===== src/rtl/sqw_pkg.sv =====
package sqw_pkg;

    // Command codes carried by the cmd field of an input beat.
    localparam logic [2:0] CMD_WRITE        = 3'd0;
    localparam logic [2:0] CMD_READ         = 3'd1;
    localparam logic [2:0] CMD_CLOCK_TICK   = 3'd2;
    localparam logic [2:0] CMD_LENGTH_TICK  = 3'd3;
    localparam logic [2:0] CMD_ENVELOPE_TICK = 3'd4;
    localparam logic [2:0] CMD_SWEEP_TICK   = 3'd5;

    // Register indexes after the address is folded modulo five.
    localparam logic [2:0] REG_SWEEP       = 3'd0;
    localparam logic [2:0] REG_LENGTH_DUTY = 3'd1;
    localparam logic [2:0] REG_ENVELOPE    = 3'd2;
    localparam logic [2:0] REG_PERIOD_LOW  = 3'd3;
    localparam logic [2:0] REG_PERIOD_HIGH = 3'd4;

    localparam logic [31:0] DUTY_PATTERNS_RESET = 32'h7EE1_8180;
    localparam logic [10:0] PERIOD_MAX          = 11'h7FF;
    localparam logic [5:0]  LENGTH_MAX          = 6'h3F;
    localparam logic [3:0]  VOLUME_MAX          = 4'hF;

    typedef struct packed {
        logic [2:0] cmd;
        logic [3:0] reg_address;
        logic [7:0] write_data;
    } item_t;

    typedef struct packed {
        logic [7:0] read_data;
        logic       channel_on;
        logic [3:0] sample;
    } result_t;

    // Address nibble modulo five; the largest multiple of five not above it is subtracted.
    function automatic logic [2:0] reg_index(input logic [3:0] address);
        logic [3:0] folded;
        begin
            if (address >= 4'd15) begin
                folded = address - 4'd15;
            end else if (address >= 4'd10) begin
                folded = address - 4'd10;
            end else if (address >= 4'd5) begin
                folded = address - 4'd5;
            end else begin
                folded = address;
            end
            reg_index = folded[2:0];
        end
    endfunction

endpackage


===== src/rtl/sqw_channel.sv =====
module sqw_channel #(
    parameter int CLOCK_DIVIDE = 4
) (
    input  logic              aclk,
    input  logic              aresetn,
    input  logic              cfg_write_enable,
    input  logic [31:0]       cfg_write_data,
    input  logic              exec_valid,
    input  sqw_pkg::item_t    item,
    output sqw_pkg::result_t  result
);

    localparam int DIV_W = (CLOCK_DIVIDE > 1) ? $clog2(CLOCK_DIVIDE) : 1;
    localparam logic [DIV_W-1:0] DIV_LAST = DIV_W'(CLOCK_DIVIDE - 1);

    logic [31:0]      duty_patterns_reg;
    logic [7:0]       sweep_setting_reg, sweep_setting_next;
    logic [7:0]       length_duty_reg, length_duty_next;
    logic [7:0]       envelope_setting_reg, envelope_setting_next;
    logic [7:0]       period_low_reg, period_low_next;
    logic [7:0]       period_high_reg, period_high_next;
    logic             enabled_reg, enabled_next;
    logic [3:0]       volume_reg, volume_next;
    logic [10:0]      period_count_reg, period_count_next;
    logic [2:0]       duty_step_reg, duty_step_next;
    logic [DIV_W-1:0] clock_divider_reg, clock_divider_next;
    logic [2:0]       envelope_count_reg, envelope_count_next;
    logic [2:0]       sweep_count_reg, sweep_count_next;
    logic [2:0]       sweep_rate_reg, sweep_rate_next;
    logic [5:0]       length_count_reg, length_count_next;
    logic             length_active_reg, length_active_next;

    logic [2:0]  index;
    logic [10:0] period_value;
    logic [10:0] sweep_delta;
    logic [11:0] sweep_target;
    logic [2:0]  envelope_count_inc;
    logic [2:0]  sweep_count_inc;
    logic [7:0]  read_data;
    logic [7:0]  duty_pattern;

    assign index              = sqw_pkg::reg_index(item.reg_address);
    assign period_value       = {period_high_reg[2:0], period_low_reg};
    assign sweep_delta        = period_value >> sweep_setting_reg[2:0];
    assign sweep_target       = sweep_setting_reg[3] ?
                                ({1'b0, period_value} - {1'b0, sweep_delta}) :
                                ({1'b0, period_value} + {1'b0, sweep_delta});
    assign envelope_count_inc = envelope_count_reg + 3'd1;
    assign sweep_count_inc    = sweep_count_reg + 3'd1;

    always_comb begin
        sweep_setting_next    = sweep_setting_reg;
        length_duty_next      = length_duty_reg;
        envelope_setting_next = envelope_setting_reg;
        period_low_next       = period_low_reg;
        period_high_next      = period_high_reg;
        enabled_next          = enabled_reg;
        volume_next           = volume_reg;
        period_count_next     = period_count_reg;
        duty_step_next        = duty_step_reg;
        clock_divider_next    = clock_divider_reg;
        envelope_count_next   = envelope_count_reg;
        sweep_count_next      = sweep_count_reg;
        sweep_rate_next       = sweep_rate_reg;
        length_count_next     = length_count_reg;
        length_active_next    = length_active_reg;
        read_data             = 8'd0;

        if (exec_valid) begin
            unique case (item.cmd)
                sqw_pkg::CMD_WRITE: begin
                    unique case (index)
                        sqw_pkg::REG_SWEEP:       sweep_setting_next = item.write_data;
                        sqw_pkg::REG_LENGTH_DUTY: length_duty_next = item.write_data;
                        sqw_pkg::REG_ENVELOPE: begin
                            envelope_setting_next = item.write_data;
                            // The DAC is off when bits 7..3 are all clear.
                            if (item.write_data[7:3] == 5'd0) begin
                                enabled_next = 1'b0;
                            end
                        end
                        sqw_pkg::REG_PERIOD_LOW:  period_low_next = item.write_data;
                        default: begin
                            period_high_next = item.write_data;
                            if (item.write_data[7]) begin
                                enabled_next        = 1'b1;
                                volume_next         = envelope_setting_reg[7:4];
                                period_count_next   = {item.write_data[2:0], period_low_reg};
                                duty_step_next      = 3'd0;
                                envelope_count_next = 3'd0;
                                sweep_rate_next     = sweep_setting_reg[6:4];
                            end
                            if (item.write_data[6]) begin
                                length_active_next = 1'b1;
                                length_count_next  = length_duty_reg[5:0];
                            end
                        end
                    endcase
                end
                sqw_pkg::CMD_READ: begin
                    unique case (index)
                        sqw_pkg::REG_SWEEP:       read_data = sweep_setting_reg;
                        sqw_pkg::REG_LENGTH_DUTY: read_data = length_duty_reg;
                        sqw_pkg::REG_ENVELOPE:    read_data = envelope_setting_reg;
                        sqw_pkg::REG_PERIOD_LOW:  read_data = period_low_reg;
                        default:                  read_data = period_high_reg;
                    endcase
                end
                sqw_pkg::CMD_CLOCK_TICK: begin
                    if (enabled_reg) begin
                        if (clock_divider_reg == DIV_LAST) begin
                            clock_divider_next = '0;
                            if (period_count_reg == sqw_pkg::PERIOD_MAX) begin
                                duty_step_next    = duty_step_reg + 3'd1;
                                period_count_next = period_value;
                            end else begin
                                period_count_next = period_count_reg + 11'd1;
                            end
                        end else begin
                            clock_divider_next = clock_divider_reg + DIV_W'(1);
                        end
                    end
                end
                sqw_pkg::CMD_LENGTH_TICK: begin
                    if (length_active_reg && enabled_reg) begin
                        if (length_count_reg == sqw_pkg::LENGTH_MAX) begin
                            length_active_next = 1'b0;
                            enabled_next       = 1'b0;
                        end else begin
                            length_count_next = length_count_reg + 6'd1;
                        end
                    end
                end
                sqw_pkg::CMD_ENVELOPE_TICK: begin
                    if (enabled_reg && (envelope_setting_reg[2:0] != 3'd0)) begin
                        // A pace lowered below the running count fires at once.
                        if ((envelope_count_inc != 3'd0) &&
                            (envelope_count_inc < envelope_setting_reg[2:0])) begin
                            envelope_count_next = envelope_count_inc;
                        end else begin
                            envelope_count_next = 3'd0;
                            if (envelope_setting_reg[3]) begin
                                if (volume_reg != sqw_pkg::VOLUME_MAX) begin
                                    volume_next = volume_reg + 4'd1;
                                end
                            end else if (volume_reg != 4'd0) begin
                                volume_next = volume_reg - 4'd1;
                            end
                        end
                    end
                end
                sqw_pkg::CMD_SWEEP_TICK: begin
                    if (enabled_reg && (sweep_rate_reg != 3'd0)) begin
                        if ((sweep_count_inc != 3'd0) && (sweep_count_inc < sweep_rate_reg)) begin
                            sweep_count_next = sweep_count_inc;
                        end else begin
                            sweep_count_next = 3'd0;
                            sweep_rate_next  = sweep_setting_reg[6:4];
                            // An upward sweep past the 11-bit range stops the channel.
                            if (!sweep_setting_reg[3] && sweep_target[11]) begin
                                enabled_next = 1'b0;
                            end else begin
                                period_low_next  = sweep_target[7:0];
                                period_high_next = {period_high_reg[7:3], sweep_target[10:8]};
                            end
                        end
                    end
                end
                default: begin
                end
            endcase
        end
    end

    assign duty_pattern = duty_patterns_reg[{length_duty_next[7:6], 3'b000} +: 8];

    always_comb begin
        result.read_data  = read_data;
        result.channel_on = enabled_next;
        result.sample     = (enabled_next && duty_pattern[duty_step_next]) ? volume_next : 4'd0;
    end

    always_ff @(posedge aclk) begin
        if (!aresetn) begin
            duty_patterns_reg    <= sqw_pkg::DUTY_PATTERNS_RESET;
            sweep_setting_reg    <= 8'd0;
            length_duty_reg      <= 8'd0;
            envelope_setting_reg <= 8'd0;
            period_low_reg       <= 8'd0;
            period_high_reg      <= 8'd0;
            enabled_reg          <= 1'b0;
            volume_reg           <= 4'd0;
            period_count_reg     <= 11'd0;
            duty_step_reg        <= 3'd0;
            clock_divider_reg    <= '0;
            envelope_count_reg   <= 3'd0;
            sweep_count_reg      <= 3'd0;
            sweep_rate_reg       <= 3'd0;
            length_count_reg     <= 6'd0;
            length_active_reg    <= 1'b0;
        end else begin
            if (cfg_write_enable) begin
                duty_patterns_reg <= cfg_write_data;
            end
            sweep_setting_reg    <= sweep_setting_next;
            length_duty_reg      <= length_duty_next;
            envelope_setting_reg <= envelope_setting_next;
            period_low_reg       <= period_low_next;
            period_high_reg      <= period_high_next;
            enabled_reg          <= enabled_next;
            volume_reg           <= volume_next;
            period_count_reg     <= period_count_next;
            duty_step_reg        <= duty_step_next;
            clock_divider_reg    <= clock_divider_next;
            envelope_count_reg   <= envelope_count_next;
            sweep_count_reg      <= sweep_count_next;
            sweep_rate_reg       <= sweep_rate_next;
            length_count_reg     <= length_count_next;
            length_active_reg    <= length_active_next;
        end
    end

    // Channel state only moves on an executed beat.
    assert property (@(posedge aclk) disable iff (!aresetn)
        !exec_valid |=> $stable(volume_reg) && $stable(period_count_reg) &&
                        $stable(duty_step_reg) && $stable(enabled_reg))
        else $error("channel state changed without an executed beat");

    assert property (@(posedge aclk) disable iff (!aresetn)
        clock_divider_reg <= DIV_LAST)
        else $error("clock divider out of range");

    // Length expiry must take the channel down with it.
    assert property (@(posedge aclk) disable iff (!aresetn)
        $fell(length_active_reg) |-> !enabled_reg)
        else $error("length expired but channel still enabled");

endmodule


===== src/rtl/square_wave_sound_channel.sv =====
// Channel  | Handshake           | Payload
// s_       | s_valid / s_ready   | s_cmd, s_reg_address, s_write_data
// m_       | m_valid / m_ready   | m_read_data, m_channel_on, m_sample
// cfg_     | cfg_write_enable    | cfg_write_data (duty patterns)
//
// Each command beat is taken into an input register and executed against the channel
// state; the result register loads when the beat executes and drives the m_ ports.
// One beat is accepted every cycle while m_ready is high; the state update of one beat
// is the loop that sets this rate, and it is combinational.
// Reset is synchronous and active low; it restores the power-on duty patterns.
// When m_ready is low the result register holds and the input register fills; s_ready
// then drops until the result is taken.
module square_wave_sound_channel #(
    parameter int CLOCK_DIVIDE = 4
) (
    input  logic        aclk,
    input  logic        aresetn,
    input  logic        cfg_write_enable,
    input  logic [31:0] cfg_write_data,
    input  logic        s_valid,
    output logic        s_ready,
    input  logic [2:0]  s_cmd,
    input  logic [3:0]  s_reg_address,
    input  logic [7:0]  s_write_data,
    output logic        m_valid,
    input  logic        m_ready,
    output logic [7:0]  m_read_data,
    output logic        m_channel_on,
    output logic [3:0]  m_sample
);

    logic               in_valid_reg;
    sqw_pkg::item_t     item_reg;
    logic               out_valid_reg;
    sqw_pkg::result_t   result_reg;
    sqw_pkg::result_t   result_next;
    logic               advance;

    assign advance = in_valid_reg && (!out_valid_reg || m_ready);
    assign s_ready = !in_valid_reg || advance;

    sqw_channel #(
        .CLOCK_DIVIDE (CLOCK_DIVIDE)
    ) u_channel (
        .aclk             (aclk),
        .aresetn          (aresetn),
        .cfg_write_enable (cfg_write_enable),
        .cfg_write_data   (cfg_write_data),
        .exec_valid       (advance),
        .item             (item_reg),
        .result           (result_next)
    );

    always_ff @(posedge aclk) begin
        if (!aresetn) begin
            in_valid_reg  <= 1'b0;
            out_valid_reg <= 1'b0;
        end else begin
            if (s_valid && s_ready) begin
                in_valid_reg <= 1'b1;
            end else if (advance) begin
                in_valid_reg <= 1'b0;
            end
            if (advance) begin
                out_valid_reg <= 1'b1;
            end else if (m_ready) begin
                out_valid_reg <= 1'b0;
            end
        end
    end

    always_ff @(posedge aclk) begin
        if (s_valid && s_ready) begin
            item_reg <= {s_cmd, s_reg_address, s_write_data};
        end
        if (advance) begin
            result_reg <= result_next;
        end
    end

    assign m_valid      = out_valid_reg;
    assign m_read_data  = result_reg.read_data;
    assign m_channel_on = result_reg.channel_on;
    assign m_sample     = result_reg.sample;

    assert property (@(posedge aclk) disable iff (!aresetn)
        !s_ready |-> in_valid_reg && out_valid_reg && !m_ready)
        else $error("input stalled without a blocked result");

    assert property (@(posedge aclk) disable iff (!aresetn)
        m_valid && !m_channel_on |-> m_sample == 4'd0)
        else $error("sample nonzero on a disabled channel");

    // A held result must not be overwritten by a new execution.
    assert property (@(posedge aclk) disable iff (!aresetn)
        out_valid_reg && !m_ready |-> !advance)
        else $error("result overwritten while stalled");

endmodule

===== config.mk =====
export PLATFORM = sky130hd
export DESIGN_NAME = square_wave_sound_channel
export DESIGN_NICKNAME = d
export VERILOG_FILES = /design/src/rtl/sqw_pkg.sv /design/src/rtl/sqw_channel.sv /design/src/rtl/square_wave_sound_channel.sv
export SDC_FILE = /design/constraint.sdc
export NUM_CORES = 1
export LEC_CHECK = 0
export BUFFER_PORTS_ARGS = -buffer_cell sky130_fd_sc_hd__buf_2
export CAP_MARGIN = 20
export CORE_MARGIN = 2
export CORE_UTILIZATION = 65
export CTS_CLUSTER_SIZE = 8
export DETAILED_ROUTE_END_ITERATION = 10
export GPL_TIMING_DRIVEN = 0
export PLACE_DENSITY = 0.85
export SYNTH_ARGS = -nofsm -noshare
export SYNTH_HDL_FRONTEND = slang
export SYNTH_SLANG_ARGS = --single-unit

===== constraint.sdc =====
create_clock -name aclk -period 11.23 [get_ports aclk]
set_input_delay 3.369 -clock aclk [delete_from_list [all_inputs] [get_ports aclk]]
set_output_delay 3.369 -clock aclk [all_outputs]
set_load 0.03 [all_outputs]

==> results of run 1 <==
-- per-stage QoR --
step	power, mW	util	cell area [µm²]
CTS	1.23	0.749	9380
detailed placement	0.675	0.702	8790
global placement	0.672	0.702	8790
floorplan	0.635	-	8250
global route	1.26	0.749	9380
finish	1.23	0.749	9380
-- worst max-delay path: cells and delay by family --
| family | cells | cell delay [ns] |
|---|---|---|
| buffers and inverters | 2 | 0.29 |
| and+or+nand+nor | 2 | 0.42 |
-- metal layers --
layer | wire length, µm | share of wire | up-vias | GRT usage
li1 | - | - | 3652 | -
met1 | 9280 | 0.42 | 3541 | 0.444
met2 | 9900 | 0.45 | 402 | 0.517
met3 | 2110 | 0.096 | 67 | 0.0752
met4 | 784 | 0.036 | 0 | 0.143
met5 | 0 | 0 | - | 0
-- power by group through the flow --
stage	sequential, mW	combinational [mW]	clock, mW
after global routing	0.538	0.143	0.583
final	0.537	0.133	0.561
after floorplan	0.546	0.0886	0
after detailed placement	0.546	0.128	0
after CTS	0.536	0.130	0.562
after global placement	0.546	0.127	0
-- cells by family after synthesis --
logic type | after synthesis
flip-flops | 139
adder cells (fa/ha/maj) | 31
XOR/XNOR | 19
AO/OA/AOI/OAI | 254
buffers and inverters | 81
AND/OR/NAND/NOR | 349
multiplexers | 79
-- layout by cell type, fill, tap and decap left out, drive strengths merged, types with 18 or more instances in the layout --
cell type | netlist | routed
nand3 | 36 | 36
ha | 30 | 30
nand2 | 79 | 79
a22oi | 18 | 18
dfxtp | 111 | 111
clkbuf | 37 | 55
inv | 26 | 30
edfxtp | 28 | 28
nor2 | 133 | 133
o21ai | 56 | 56
and3 | 19 | 19
a21oi | 82 | 82
mux2i | 69 | 69
buf | 18 | 82
-- cell type report --
cell class	instances	share of cell area
timing repair buffer	64	0.0341
sequential	139	0.327
inverter	26	0.0104
clock inverter	14	0.0149
multi-input combinational	732	0.517
buffer	55	0.0261
tap	172	0.0229
clock buffer	18	0.0480
-- worst max path at each step --
stage / from / to / depth (start not counted)
CTS: m_ready / s_ready / 4
detailed placement: m_ready / s_ready / 4
floorplan: m_ready / s_ready / 2
finish: m_ready / s_ready / 4
global route: m_ready / s_ready / 4
global placement: m_ready / s_ready / 4
==> reports/results.txt, run 1 <==
GRT Total Usage - 0.331
Worst path max stage delay - 0.31 ns
TritonCTS clock tree - yes
Fin Clk Skew - 0.0113 ns
Top-area cell type share of the netlist area - 0.269
Core ar. - 0.0125 mm²
Number of synthesis warnings - 0
Clock buffer depth - 2
TNS Setup - 0 ns
Nets - 1118
Max-cap violation count - 0
Crit path required time - 7.86 ns
Slew HR - 0.442
Post-route ant nets - 0
Yosys reg bits - 139
Top cells by area in the synthesized netlist - dfxtp_1 27%, edfxtp_1 10%, mux2i_1 8.4%
Post-synthesis adder-cell area fraction - 0.0479
Clk pwr share - 0.456
Int Pwr - 0.913 mW
Antenna cell count - 0
Die outline height - 117 µm
Resized Gates After CTS - 0
Dpl hpwl - 16100 µm
Hold Path End - u_channel.period_high_reg[5]
Max Freq - 0.134 GHz
Share of cells above drive strength 1 - 0.150
Drt total wl - 22100 µm
Gpl congestion - 0.960
Worst R2R Setup Slack - 6.74 ns
Worst slew pin tran - 0.837 ns
Switch Pwr - 0.317 mW
Worst reg2reg path depth - 17
Net Sw Frac - 0.258
Setup WS pre-CTS - 3.80 ns
Chip width - 117 µm
Simple-gate portion of the synthesized area - 0.204
Max reg flops - 32
Most common cell in the synthesized netlist - nor2_1
Critical Path Fanout Max - 4
Number of global-route vias before repair - 6896
H-tree Lvls - 4
FILL cells - 937
CTS buffer count - 17
EDFF count, synth - 28
# DRC - 0
Mux cell area share after synthesis - 0.106
Via count - 7662
I/O pins - 67
Port Buffer Count - 64
Unrepaired setup endpoints after global routing - false
Logic pwr share - 0.108
Clk sink count - 139
Post-synth top cells - 132 x nor2_1, 111 x dfxtp_1, 80 x a21oi_1
Pwr/cell area - 131 mW/mm²
Final hold viol count - 0
Post-CTS Setup Inserts - 0
Largest net degree at the start of global routing - 18
DR vias/cell - 6.28
Outcome - finished, final reports clean
Hold WS - 0.458 ns
Cts hold-fix bufs - 0
Fin. max-slew vios - 0
Lkg Pwr - 3.71 nW
Final non-filler cell total - 1220
R2R Path End - m_sample[1]
Post-synthesis instance area - 0.00825 mm²
Mapped Cells - 952
Period minus WS final - 7.45 ns
Root Driver - clkbuf_16
Row count - 41
Hold Crit Start - u_channel.period_high_reg[5]
Xor and xnor area share after synthesis - 0.0211
Layout area overhead - 13.6%
DR WL/cell - 18.1 µm
Seq pwr share - 0.436
Post-synth top flop - dfxtp_1
Multi-input gate area - 0.00485 mm²
Crit path kind - input pin to output port
Grt total ovfl - 0
CP most frequent cell - buf_2
WHS Path Cells - 2
Syn nets - 1035
Later-pin clock latency in the skew report - 0.42 ns
Slowest cell on crit path - nor2b_1
Final Cycle Share - 0.663
Netlist cell types - 85
Die ar. - 0.0136 mm²
Largest area contributor in the netlist - dfxtp_1
Initial antenna violation count - 0
Clock transition at path regs - 0.06 ns
Starting Density - 0.659
Worst r2r src - u_channel.period_high_reg[1]
Peak VDD IR - 0.137 mV
WP data arrival - 4.08 ns
Post-synthesis compound-gate area fraction - 0.209
Dpl cells - 1188
Final worst slack - 3.78 ns
Critical Path Sink Type - output port
Global-route wire length before repair - 34500 µm
CP startpoint kind - input pin
CP cell instances - buf_2 -> nor2b_1 -> nand2_1 -> buf_2
Sequential cell area fraction in the yosys report - 0.371
Pre-antenna DRT Iters - 7
Final setup fails - 0
Async S/R FF share, synth - 0
Syn Area/Cell - 8.67 µm²
Largest family of logic cells by synthesized area - compound AO/OA/AOI/OAI gates
Sequential Area - 0.00306 mm²
Hold Path Class - register to register
Initial DRC Count - 800
Power figures use the tool's default switching activity.
==> run 2: changes to the inputs <==
--- a/config.mk
+++ b/config.mk
@@ -5,14 +5,15 @@
 export SDC_FILE = /design/constraint.sdc
 export NUM_CORES = 1
 export LEC_CHECK = 0
+export ABC_AREA = 1
 export BUFFER_PORTS_ARGS = -buffer_cell sky130_fd_sc_hd__buf_2
 export CAP_MARGIN = 20
 export CORE_MARGIN = 2
-export CORE_UTILIZATION = 65
+export CORE_UTILIZATION = 60
 export CTS_CLUSTER_SIZE = 8
 export DETAILED_ROUTE_END_ITERATION = 10
 export GPL_TIMING_DRIVEN = 0
-export PLACE_DENSITY = 0.85
+export PLACE_DENSITY = 0.79
 export SYNTH_ARGS = -nofsm -noshare
 export SYNTH_HDL_FRONTEND = slang
 export SYNTH_SLANG_ARGS = --single-unit
==> constraint.sdc (replaced) <==
create_clock -name aclk -period 6.9 [get_ports aclk]
set_input_delay 2.07 -clock aclk [delete_from_list [all_inputs] [get_ports aclk]]
set_output_delay 2.07 -clock aclk [all_outputs]
set_load 0.03 [all_outputs]
==> run 2 against run 1 <==
Against the previous run: clock skew down 0.0025 ns; combinational power rose by 150%; count of clock-buffer cells in the layout grew 3; first-iteration DRC count is 19% higher; routed wire length is essentially flat; sequential share of layout area is 1.3 points higher; register-to-register slack got worse by 4.5 ns; final cell count increased by 12%; synthesized cell count up 15%; sequential power rose by 65%; synthesized area shrank 4.7%; critical path type is now register to register; setup slack got worse by 1.5 ns.
==> reports/results.txt, run 2 <==
Outcome - finished, final reports clean
Total power - 2.15 mW (+75%)
Cts hold-fix bufs - 0 (unchanged)
Yosys reg bits - 139 (unchanged)
GRT Total Usage - 0.317 (-0.0148)
Starting Density - 0.618 (-0.0410)
Final setup fails - 0 (unchanged)
Dpl cells - 1334 (+12%)
Syn nets - 1179 (+14%)
Later-pin clock latency in the skew report - 0.43 ns (about the same)
Xor and xnor area share after synthesis - 0.0223 (+0.00119)
Via count - 7895 (+3.0%)
Slowest cell on crit path - clkbuf_1
Most common cell in the synthesized netlist - nand2_1
Pre-antenna DRT Iters - 6 (-1)
# DRC - 0 (unchanged)
WP data arrival - 4.93 ns (+0.85 ns)
Nets - 1264 (+13%)
Largest family of logic cells by synthesized area - simple AND/OR/NAND/NOR gates
Lkg Pwr - 3.89 nW (+4.9%)
Root Driver - clkbuf_16
Period minus WS final - 4.64 ns
Die ar. - 0.0140 mm² (+3.1%)
Grt total ovfl - 0 (unchanged)
Mux cell area share after synthesis - 0 (-0.106)
Chip width - 119 µm (+1.6%)
Mapped Cells - 1096 (+15%)
Dpl hpwl - 16200 µm (+0.55%)
Number of global-route vias before repair - 7145 (+3.6%)
CTS buffer count - 17 (unchanged)
Unrepaired setup endpoints after global routing - false
Pwr/cell area - 238 mW/mm² (+82%)
Die outline height - 119 µm (+1.6%)
Post-synth top cells - 205 x nand2_1, 120 x o21ai_0, 117 x nor2_1
Final Cycle Share - 0.672
Seq pwr share - 0.413 (-0.023)
Hold WS - 0.463 ns (+0.00508 ns)
I/O pins - 67 (unchanged)
Final hold viol count - 0 (unchanged)
Share of cells above drive strength 1 - 0.115 (-0.0351)
Post-synthesis instance area - 0.00787 mm² (-4.7%)
Simple-gate portion of the synthesized area - 0.258 (+0.0539)
Top-area cell type share of the netlist area - 0.282 (+0.0132)
Net Sw Frac - 0.285 (+0.0271)
Max-cap violation count - 0 (unchanged)
Initial DRC Count - 954 (+19%)
Int Pwr - 1.54 mW (+68%)
Fin Clk Skew - 0.00879 ns (-0.00248 ns)
Peak VDD IR - 0.196 mV (+43%)
EDFF count, synth - 28 (unchanged)
Post-synth top flop - dfxtp_1
TNS Setup - 0 ns (unchanged)
Post-synthesis compound-gate area fraction - 0.201 (-0.00724)
Syn Area/Cell - 7.18 µm² (-17%)
Largest net degree at the start of global routing - 17 (-1)
Logic pwr share - 0.154 (+0.046)
Slew HR - 0.493 (+0.0512)
DR vias/cell - 5.78 (-8.0%)
Row count - 41 (unchanged)
Critical Path Fanout Max - 10 (+6)
Fin. max-slew vios - 0 (unchanged)
Most frequent cells in the layout - 205 x nand2_1, 120 x o21ai_0, 117 x nor2_1
Post-synthesis adder-cell area fraction - 0.0503 (+0.00235)
Design area - 0.00902 mm² (-3.9%)
CP most frequent cell - inv_1
Clk sink count - 139 (unchanged)
H-tree Lvls - 4 (unchanged)
Async S/R FF share, synth - 0 (unchanged)
Netlist cell types - 51 (-40%)
Crit path kind - register to register
Crit path required time - 7.19 ns (-0.67 ns)
Clk pwr share - 0.433 (-0.023)
Critical Path Sink Type - register
Max reg flops - 32 (unchanged)
Largest area contributor in the netlist - dfxtp_1
Most common cell after layout, fill and taps aside - nand2_1
Resized Gates After CTS - 0 (unchanged)
Gpl congestion - 0.979 (+2.0%)
Placed Area - 0.00841 mm² (-4.3%)
Global-route wire length before repair - 35400 µm (+2.6%)
FILL cells - 1102 (+18%)
DR WL/cell - 16.2 µm (-11%)
Worst path max stage delay - 0.43 ns (+0.12 ns)
Core ar. - 0.0127 mm² (+1.6%)
Top cells by area in the synthesized netlist - dfxtp_1 28%, edfxtp_1 11%, nand2_1 9.8%
Layout area overhead - 14.6%
Antenna cell count - 0 (unchanged)
Switch Pwr - 0.611 mW (+93%)
Final non-filler cell total - 1366 (+12%)
Worst slew pin tran - 0.760 ns (-0.0768 ns)
WP buf/inv - 7 (+5)
Hold Path Class - register to register
Port Buffer Count - 66 (+3.1%)
Clock buffer depth - 2 (unchanged)
Drt total wl - 22100 µm (about the same)
Clock transition at path regs - 0.06 ns (about the same)
Top delay family on crit path - simple AND/OR/NAND/NOR gates
Initial antenna violation count - 0 (unchanged)
Max Freq - 0.216 GHz
Number of synthesis warnings - 0 (unchanged)
Post-route ant nets - 0 (unchanged)
Post-CTS Setup Inserts - 0 (unchanged)
Sequential cell area fraction in the yosys report - 0.389 (+0.0182)
CP startpoint kind - register
TritonCTS clock tree - yes
## run 2: stage by stage
stage / util / setup slack, ns
after floorplan: - / 2.44
after global placement: 0.661 / 2.32
after detailed placement: 0.661 / 2.28
after CTS: 0.709 / 2.31
after global routing: 0.709 / 1.82
final: 0.709 / 2.26
## run 2: cell families (layout without fill, tap and decap cells)
| kind of cell | count (synthesis) | count (layout) |
|---|---|---|
| and+or+nand+nor | 462 | 462 |
| AOI/OAI and AO/OA | 289 | 289 |
| DFF | 139 | 139 |
| xor gates and xnor gates | 20 | 20 |
| buffers and inverters | 155 | 253 |
| adders and majority gates | 31 | 31 |
## run 2: power groups by stage
stage / sequential (mW) / combinational [mW] / clock, mW
after detailed placement: 0.902 / 0.321 / 0
after global routing: 0.890 / 0.371 / 0.954
after floorplan: 0.900 / 0.231 / 0
after global placement: 0.902 / 0.317 / 0
after CTS: 0.885 / 0.324 / 0.923
final: 0.887 / 0.330 / 0.930
## run 2: area by class of cell
cell class,count,area [µm²],share of cell area
clock buffers,21,504,0.0559
inverters,118,443,0.0491
repair buffers,66,330,0.0366
plain buffers,37,175,0.0194
well taps,172,215,0.0239
flip-flops and latches,139,3060,0.340
multi-input cells,802,4190,0.464
clock inverters,11,101,0.0112
## run 2: routing by layer
metal,routed length [µm],vias to the layer above,share of wire,GRT usage
met1,9460,3568,0.43,0.430
met5,0,-,0,0
met3,2160,62,0.098,0.0758
met4,655,0,0.030,0.118
met2,9790,362,0.44,0.491
li1,-,3903,-,-
## run 2: worst paths after layout
path                                       start                        endpoint  slack, ns  cells after the start
setup / recovery  u_channel.sweep_setting_reg[2]                     m_sample[1]       2.26                     25
setup reg to reg  u_channel.sweep_setting_reg[2]                     m_sample[1]       2.26                     25
hold reg to reg   u_channel.sweep_setting_reg[7]  u_channel.sweep_setting_reg[7]       0.46                      2
hold / removal    u_channel.sweep_setting_reg[7]  u_channel.sweep_setting_reg[7]       0.46                      2
## run 2: worst reg2reg max path, stage by stage (launching register included)
cell      delay, ns
dfxtp_1        0.32
buf_2          0.17
inv_1          0.10
clkbuf_1       0.43
nand2_1        0.10
o21ai_1        0.22
ha_1           0.24
inv_1          0.04
nor3_1         0.22
inv_1          0.06
nor2_1         0.13
inv_1          0.07
o31ai_1        0.24
xor2_1         0.17
inv_1          0.07
ha_1           0.33
nand2_1        0.10
nor3_1         0.22
nand3_1        0.12
nand3_1        0.13
nand3_1        0.16
nand4_1        0.20
nand2_1        0.07
a21oi_1        0.29
nand3_2        0.17
nor2_1         0.12
==> run 3: changes to the inputs <==
--- a/config.mk
+++ b/config.mk
@@ -5,15 +5,15 @@
 export SDC_FILE = /design/constraint.sdc
 export NUM_CORES = 1
 export LEC_CHECK = 0
-export ABC_AREA = 1
+export ABC_AREA = 0
 export BUFFER_PORTS_ARGS = -buffer_cell sky130_fd_sc_hd__buf_2
 export CAP_MARGIN = 20
 export CORE_MARGIN = 2
-export CORE_UTILIZATION = 60
+export CORE_UTILIZATION = 61
 export CTS_CLUSTER_SIZE = 8
 export DETAILED_ROUTE_END_ITERATION = 10
 export GPL_TIMING_DRIVEN = 0
-export PLACE_DENSITY = 0.79
+export PLACE_DENSITY = 0.8
 export SYNTH_ARGS = -nofsm -noshare
 export SYNTH_HDL_FRONTEND = slang
 export SYNTH_SLANG_ARGS = --single-unit
==> constraint.sdc (replaced) <==
create_clock -name aclk -period 4.63 [get_ports aclk]
set_input_delay 1.389 -clock aclk [delete_from_list [all_inputs] [get_ports aclk]]
set_output_delay 1.389 -clock aclk [all_outputs]
set_load 0.03 [all_outputs]
==> run 3 against run 2 <==
Against the previous run: maximum frequency grew 4.8%; setup slack lost 2.1 ns; critical path depth shrank 8; critical endpoint unchanged; largest cell class unchanged; highest routed layer unchanged.
==> reports/results.txt, run 3 (synthesis results as in run 1) <==
Outcome - finished, final reports clean
Placed Area - 0.00879 mm² (+4.5%)
Nets - 1117 (-12%)
Setup WS pre-CTS - 0.180 ns (-2.10 ns)
Design area - 0.00933 mm² (+3.4%)
Max reg flops - 32 (unchanged)
Hold Crit Start - u_channel.period_high_reg[3]
Critical Path Sink Type - register
Total power - 2.88 mW (+34%)
Crit path kind - register to register
Initial antenna violation count - 0 (unchanged)
FILL cells - 1053 (-4.4%)
Most frequent cells in the layout - 132 x nor2_1, 111 x dfxtp_1, 80 x a21oi_1
Dpl hpwl - 16400 µm (+1.3%)
Share of cells above drive strength 1 - 0.149 (+0.0343)
Period minus WS final - 4.43 ns (-0.214 ns)
Largest net degree at the start of global routing - 18 (+1)
Initial DRC Count - 822 (-14%)
Top delay family on crit path - compound AO/OA/AOI/OAI gates
CTS buffer count - 17 (unchanged)
Hold Path Class - register to register
Most common cell after layout, fill and taps aside - nor2_1
Worst slew pin tran - 0.864 ns (+0.104 ns)
Final Cycle Share - 0.956 (+0.283)
Root Driver - clkbuf_16
Pwr/cell area - 308 mW/mm² (+30%)
WP data arrival - 4.58 ns (-0.35 ns)
GRT Total Usage - 0.315 (-0.00180)
Hold Path End - u_channel.period_high_reg[3]
Worst reg2reg path depth - 17 (-32%)
# DRC - 0 (unchanged)
Die ar. - 0.0145 mm² (+3.1%)
Layout area overhead - 13.0%
Lkg Pwr - 3.68 nW (-5.3%)
Gpl congestion - 0.964 (-1.5%)
Port Buffer Count - 64 (-3.0%)
Pre-antenna DRT Iters - 5 (-1)
Global-route wire length before repair - 36100 µm (+1.8%)
Final hold viol count - 0 (unchanged)
Final worst slack - 0.204 ns (-2.06 ns)
Clk sink count - 139 (unchanged)
Post-route ant nets - 0 (unchanged)
Max-cap violation count - 0 (unchanged)
Slew HR - 0.424 (-0.0691)
Fin. max-slew vios - 0 (unchanged)
CP startpoint kind - register
Later-pin clock latency in the skew report - 0.43 ns (about the same)
TritonCTS clock tree - yes
Crit path required time - 4.79 ns (-2.40 ns)
DR WL/cell - 18.2 µm (+13%)
Row count - 42 (+2.4%)
Clock buffer depth - 2 (unchanged)
Peak VDD IR - 0.313 mV (+59%)
Clock transition at path regs - 0.06 ns (about the same)
Chip width - 120 µm (+1.5%)
R2R Path End - m_sample[1]
Unrepaired setup endpoints after global routing - true
I/O pins - 67 (unchanged)
H-tree Lvls - 4 (unchanged)
Hold WS - 0.460 ns (-0.00371 ns)
Number of global-route vias before repair - 7222 (+1.1%)
Final setup fails - 0 (unchanged)
DR vias/cell - 6.32 (+9.3%)
Grt total ovfl - 0 (unchanged)
Post-CTS Setup Inserts - 0 (unchanged)
TNS Setup - 0 ns (unchanged)
Max Freq - 0.226 GHz (+4.8%)
WHS Path Cells - 2 (unchanged)
WP buf/inv - 0 (-7)
Slowest cell on crit path - mux4_2
Die outline height - 120 µm (+1.5%)
Critical Path Fanout Max - 9 (-1)
Via count - 7725 (-2.2%)
Drt total wl - 22300 µm (+1.1%)
Worst R2R Setup Slack - 0.20 ns (-2.06 ns)
Worst path max stage delay - 0.56 ns (+0.13 ns)
CP cell instances - mux4_2 -> mux2i_1 -> ha_1 -> and3_1 -> and2_1 -> o21a_1 -> nor2_1 -> xnor2_1 -> ha_1 -> a21o_1 -> a211oi_1 -> a21oi_1 -> xnor2_2 -> o31ai_2 -> a31oi_4 -> o211ai_1 -> a21oi_1
Fin Clk Skew - 0.00712 ns (-0.00167 ns)
Starting Density - 0.623 (+0.00489)
Worst r2r src - u_channel.period_low_reg[6]
Antenna cell count - 0 (unchanged)
Core ar. - 0.0132 mm² (+4.1%)
[run 3: final cells by class]
type | instances | area [µm²] | share of cell area
clock buffers | 19 | 443 | 0.0475
inverters | 26 | 97.6 | 0.0105
flip-flops and latches | 139 | 3060 | 0.328
multi-input cells | 732 | 4850 | 0.520
clock inverters | 13 | 93.8 | 0.0101
repair buffers | 64 | 320 | 0.0343
well taps | 176 | 220 | 0.0236
plain buffers | 54 | 241 | 0.0259
[run 3: power breakdown]
| part | leakage [nW] | internal (mW) | switching [mW] |
|---|---|---|---|
| clock network | 0.264 | 0.700 | 0.552 |
| registers | 1.17 | 1.27 | 0.0318 |
| logic | 2.25 | 0.121 | 0.202 |
| total | 3.68 | 2.09 | 0.785 |
[run 3: worst max-delay path by stage]
stage,start,depth (start not counted),endpoint,slack (ns)
3_5_place_dp,u_channel.period_high_reg[1],18,m_sample[1],0.18
4_1_cts,u_channel.period_high_reg[1],18,m_sample[1],0.14
5_1_grt,u_channel.sweep_setting_reg[1],18,m_sample[1],-0.009
6_report,u_channel.period_low_reg[6],17,m_sample[1],0.20
3_3_place_gp,u_channel.period_high_reg[1],17,m_sample[1],0.21
2_1_floorplan,u_channel.sweep_setting_reg[1],18,m_sample[1],0.78
[run 3: worst min-delay path: stages, from the launching register on]
cell and delay [ns]:
dfxtp_1 0.31, nand2_1 0.05, a21oi_1 0.05
[run 3: through the flow]
step / cells / utilization
final: 1223 / 0.704
after global routing: 1223 / 0.704
after CTS: 1224 / 0.705
after detailed placement: 1192 / 0.664
after global placement: 1192 / 0.664
after floorplan: 952 / -
[run 3: routing by layer]
layer  part of all wire  wire length, µm  GRT usage
met1               0.43             9610      0.424
met2               0.46            10200      0.511
met3              0.091             2020     0.0712
met4              0.022              489     0.0879
met5                  0                0          0
[run 3: what timing repair did]
item / in CTS / in global routing
gates resized for setup: 0 / 1
hold buffers: 0 / 0
setup endpoints to repair: 0 / 13
